==> src/design/arcs_pkg.sv <==
// Shared types and constants for the ARP reply collect and sort block.
// No dependencies; used by arcs_cell and arp_reply_collect_sort.
package arcs_pkg;

    localparam int IP_W     = 32;
    localparam int MAC_W    = 48;
    localparam int TOTAL_W  = 7;
    localparam int LEFT_W   = 7;
    localparam int MAX_RESULTS = 64;
    localparam int TOTAL_MAX   = 127;

    localparam logic [15:0] ETHERTYPE_ARP = 16'h0806;
    localparam logic [15:0] ARP_OP_REPLY  = 16'h0002;

    localparam logic CMD_FRAME  = 1'b0;
    localparam logic CMD_FINISH = 1'b1;

    typedef struct packed {
        logic [IP_W-1:0]  ip;
        logic [MAC_W-1:0] mac;
    } t_rec;

    // Per-cycle command broadcast to every cell of the chain.
    typedef struct packed {
        logic insert;
        logic shift;
    } t_cell_ctl;

endpackage

==> src/design/arcs_cell.sv <==
// One insertion cell of the sorted host chain.
// Depends on arcs_pkg for the record and control types.
module arcs_cell (
    input  logic                i_clk,
    input  arcs_pkg::t_cell_ctl i_ctl,
    input  arcs_pkg::t_rec      i_new,
    input  arcs_pkg::t_rec      i_prev_rec,
    input  logic                i_prev_gt,
    input  logic                i_prev_valid,
    input  arcs_pkg::t_rec      i_next_rec,
    input  logic                i_valid,
    output arcs_pkg::t_rec      o_rec,
    output logic                o_gt
);

    arcs_pkg::t_rec r_rec;
    arcs_pkg::t_rec n_rec;

    // Strictly greater keeps equal IPs in arrival order.
    assign o_gt  = i_valid && (r_rec.ip > i_new.ip);
    assign o_rec = r_rec;

    always_comb begin
        n_rec = r_rec;
        if (i_ctl.shift) begin
            n_rec = i_next_rec;
        end else if (i_ctl.insert) begin
            if (i_prev_gt) begin
                n_rec = i_prev_rec;
            end else if (o_gt || (!i_valid && i_prev_valid)) begin
                n_rec = i_new;
            end
        end
    end

    always_ff @(posedge i_clk) begin
        r_rec <= n_rec;
    end

endmodule

==> config.mk <==
export PLATFORM = sky130hd
export DESIGN_NAME = arcs_cell
export DESIGN_NICKNAME = d
export VERILOG_FILES = /design/src/design/arcs_pkg.sv /design/src/design/arcs_cell.sv
export SDC_FILE = /design/constraint.sdc
export NUM_CORES = 1
export LEC_CHECK = 0
export BUFFER_PORTS_ARGS = -buffer_cell sky130_fd_sc_hd__buf_4
export CORE_AREA = 3 3 125 127
export CTS_CLUSTER_DIAMETER = 50
export DETAILED_ROUTE_END_ITERATION = 12
export DIE_AREA = 0 0 128 130
export GPL_TIMING_DRIVEN = 1
export PLACE_DENSITY_LB_ADDON = 0.2
export SKIP_CTS_REPAIR_TIMING = 1
export SYNTH_ARGS = -nofsm -noshare
export SYNTH_HDL_FRONTEND = slang
export SYNTH_SLANG_ARGS = --single-unit
==> constraint.sdc <==
create_clock -name i_clk -period 7.9 [get_ports i_clk]
set_input_delay 0.79 -clock i_clk [delete_from_list [all_inputs] [get_ports i_clk]]
set_output_delay 0.79 -clock i_clk [all_outputs]
set_load 0.02 [all_outputs]
# --- Yosys cells after proc, flatten, opt, wreduce, memory -nomap -nowiden ---
# Index checks and enable logic that the tools add are counted.
totals:
  word_cells: 14
  latch_bits: 0
  mem_bits_rw: 0
  mem_count: 0
  romBits: 0
  input_bits: 246
  reg_bits: 80
classes:
  magnitude_cmp: 1
  n_eq_ne: 0
  div_mod_pow: 0
  addsub: 0
  shift: 0
  n_mux: 4
  n_bitwise: 0
  reduce_logical: 7
  mul: 0
op_table:
  columns: ["op", "n"]
  rows:
  - ["2-to-1 mux 80 bit", 4]
  - ["> comparator 32 bit", 1]
  - ["nonzero test 3 bit", 1]
  - ["logical AND 1 bit", 2]
  - ["AND reduction 2 bit", 1]
  - ["nonzero test 2 bit", 1]
  - ["zero test 1 bit", 1]
  - ["logical OR 1 bit", 1]

# --- Depth between registers and ports, before layout ---
logic_depth:
  depth_word: 7
  depth_mapped: 7
  ltp_nobuf: 7

# --- Worst setup path after synthesis ---
# OpenSTA, ideal clock, no wires.
synth_timing:
  kind: "input to register"
  startpoint: "in i_new[78] in the netlist's numbering"
  endpoint: "reg r_rec (netlist bit o_rec[0]) (enable)"
  cell_stages: 7
  arrival_ns: 6.214
  path_buffers: 0
  required_time_ns: 7.334
  setup_ns: 0.566
  setup_slack_ns: 1.120
  path_cell_list: "inv_1 -> ha_1 -> nand4_2 -> or3_1 -> nor2_1 -> o31ai_1 -> a31oi_1"
synth_via:
  elab_chain_cells: 5
synth_lines:
  columns: ["element", "line_no", "rtl"]
  rows:
  - ["start: declaration", "arcs_cell.sv:6", "input arcs_pkg::t_rec i_new,"]
  - ["> comparator 32 bit", "arcs_cell.sv:20", "assign o_gt = i_valid && (r_rec.ip > i_new.ip);"]
  - ["logical AND 1 bit", "arcs_cell.sv:20", null]
  - ["logical OR 1 bit", "arcs_cell.sv:30", "end else if (o_gt || (!i_valid && i_prev_valid)) begin"]
  - ["nonzero test 3 bit (no line)", null, null]
  - ["AND reduction 2 bit (no line)", null, null]
  - ["end signal: assignment", "arcs_cell.sv:37", "r_rec <= n_rec;"]
  - ["end: declaration", "arcs_cell.sv:16", "arcs_pkg::t_rec r_rec;"]
# Every way passes these cells.
# A chain may end at the register's enable or synchronous reset.

# --- Worst setup path after layout ---
layout_timing:
  startpoint: "in i_new[49] in the netlist's numbering"
  endpoint: "reg r_rec (netlist bit o_rec[67]) (enable)"
# Same word-level chain as after synthesis.

==> reports/metrics.cfg <==
[cts]
cts_tree = built
cts-htree-levels = 3
insertion_delay_ns = 0.33
cts_buffers = 9
cts_root_buf = clkbuf_16
cts_max_path_buffers = 2
cts_num_sinks = 80
clkTransAtPathRegs_ns = 0.06

[sta]
fmax_mhz = 259
relSlewSlack = 0.223
slew_violations = 0
hold_viol = 0
finalSetupViolations = 0
fin_skew_ns = 0.00528
fin_ws_ns = 4.03
rsz0062_at_grt = false
tns_ns = 0
finalWorstPathRequiredPeriod_ns = 3.87
worst_pin_slew_ns = 1.17
period_share = 0.490

[worst_setup_path]
cp-startpoint = i_new[49]
r2r_start = o_rec[49]
cpPeakStageDelay_ns = 0.96
crit_path_cell_trace = buf_4 -> inv_1 -> ha_1 -> nor2b_1 -> o211ai_1 -> a2111oi_0 -> o31ai_1 -> a31oi_4 -> buf_4
cpMostUsedCell = buf_4
worstPathMaxFanout = 45
endpoint_kind = flop
crit_slowest_cell = a31oi_4
required_ns = 7.86
arrival_ns = 3.83
worstSetupPathType = in -> reg
start_kind = input port

[synthesis]
ys_types = 31
synth-edff-count = 80
yosysTopAreaCell = edfxtp_1
ys_async_sr_fraction = 0
synth_flop_cell = edfxtp_1
syn-num-nets = 743
avgSynthCellArea_um2 = 10.5
synth_seq_cells = 80
synth-seq-area-share = 0.490
synth_cells = 465
synth_area_um2 = 4900
yosysTopAreaCellShare = 0.490
ys_warn_count = 0
synth_top_cells_by_area = edfxtp_1, mux2i_1, o21ai_1, ha_1, nand2_1

[place]
dp_hpwl_mm = 12.5
place_congestion = 0.859
dp_slack_ns = 3.59
place_area_um2 = 7480
port_buffers = 326

[grt]
grtUsageTotal = 0.174
grt_overflow_total = 0
grt_max_degree = 91
grt_first_pass_wirelength_mm = 22.6
antenna_found_initial = 0
grt_pass1_vias = 4546

[final_layout]
nets = 1056
seqCellArea_um2 = 2400
num-fill-cells = 1292
stdcell_area_um2 = 7780
final_common_cell = buf_4
largest_reg_flops = 80
diodes = 0
drive_above_1_share = 0.448
syn_to_final_growth_pct = 58.7
final_cell_mix = buf_4, nand2_1, o21ai_1
multi_input_area_um2 = 2260

[job]
maxCapViolations = 0

[routing]
drtPass1Iterations = 4
drc = 0
wire_per_inst_um = 15.7
wl_mm = 15.2
dr_total_vias = 4540
drtIter0Drc = 145
ant_nets = 0
viasPerCell = 4.69

[floorplanning]
die_area_um2 = 16600
core-area_um2 = 14500
pin_count = 327
row_count = 44
start_util = 0.337
die_w_um = 128
die_height_um = 130

[hold_path]
min_path_type = in -> reg
holdCritStartpoint = i_next_rec[12]

[status]
outcome = completed

[power_and_ir_drop]
p_leak_uw = 0.00383
powerDensity_nw_per_um2 = 174
peakVddDrop_mv = 0.0859

[layer usage]
layer	routed length [um]	share of wire	track usage
met5	0	0	0
met4	218	0.014	0.0468
met2	7850	0.52	0.313
met1	5850	0.38	0.204
met3	1300	0.086	0.0471
[kinds of logic (layout without fill, tap and decap cells)]
group,after synthesis,count (layout),synth area share
compound gates,109,109,0.120
fa+ha+maj,32,32,0.0817
buf+inv,60,378,0.0528
flops,80,80,0.490
mux,80,80,0.163
simple gates,104,104,0.0919
[Yosys cell counts, drive strengths merged, types with 3 or more instances]
| library cell | count |
|---|---|
| nand4 | 8 |
| a21oi | 13 |
| mux2i | 80 |
| clkbuf | 17 |
| buf | 10 |
| inv | 33 |
| a21o | 4 |
| edfxtp | 80 |
| nor2 | 3 |
| nand3 | 6 |
| o21ai | 82 |
| nand2 | 83 |
| ha | 32 |
[cell type report]
class / instances / share of cell area
repair buffers: 329 / 0.317
flip-flops and latches: 80 / 0.309
multi-input cells: 325 / 0.290
well taps: 184 / 0.0296
clock buffers: 9 / 0.0289
inverters: 33 / 0.0159
clock inverters: 7 / 0.00917
[critical path, delay by kind of cell]
kind | cells | cell delay, ns
fa+ha+maj | 1 | 0.28
simple gates | 1 | 0.14
compound gates | 4 | 1.82
buf+inv | 3 | 0.76
[path summary, 6_finish.rpt]
kind,to,slack (ns),cells after the start
max reg2reg,o_rec[67],4.21,7
min reg2reg,o_rec[62],1.53,5
max,o_rec[67],4.03,9
min,o_rec[12],0.75,3
[power by group]
group / internal [uW] / switching, uW
Combinational: 194 / 201
Clock: 244 / 163
Sequential: 532 / 19.2
Total: 970 / 384
[stage by stage]
step           instances  hold WS (ns)  utilization  total power (uW)
3_3_place_gp         951          1.07        0.515               954
5_1_grt              967         0.731        0.535              1430
4_1_cts              967         0.730        0.535              1380
2_1_floorplan        465         0.984            -               755
6_report             967         0.747        0.535              1350
3_5_place_dp         951          1.08        0.515               961
(Power assumes the default switching activity.)
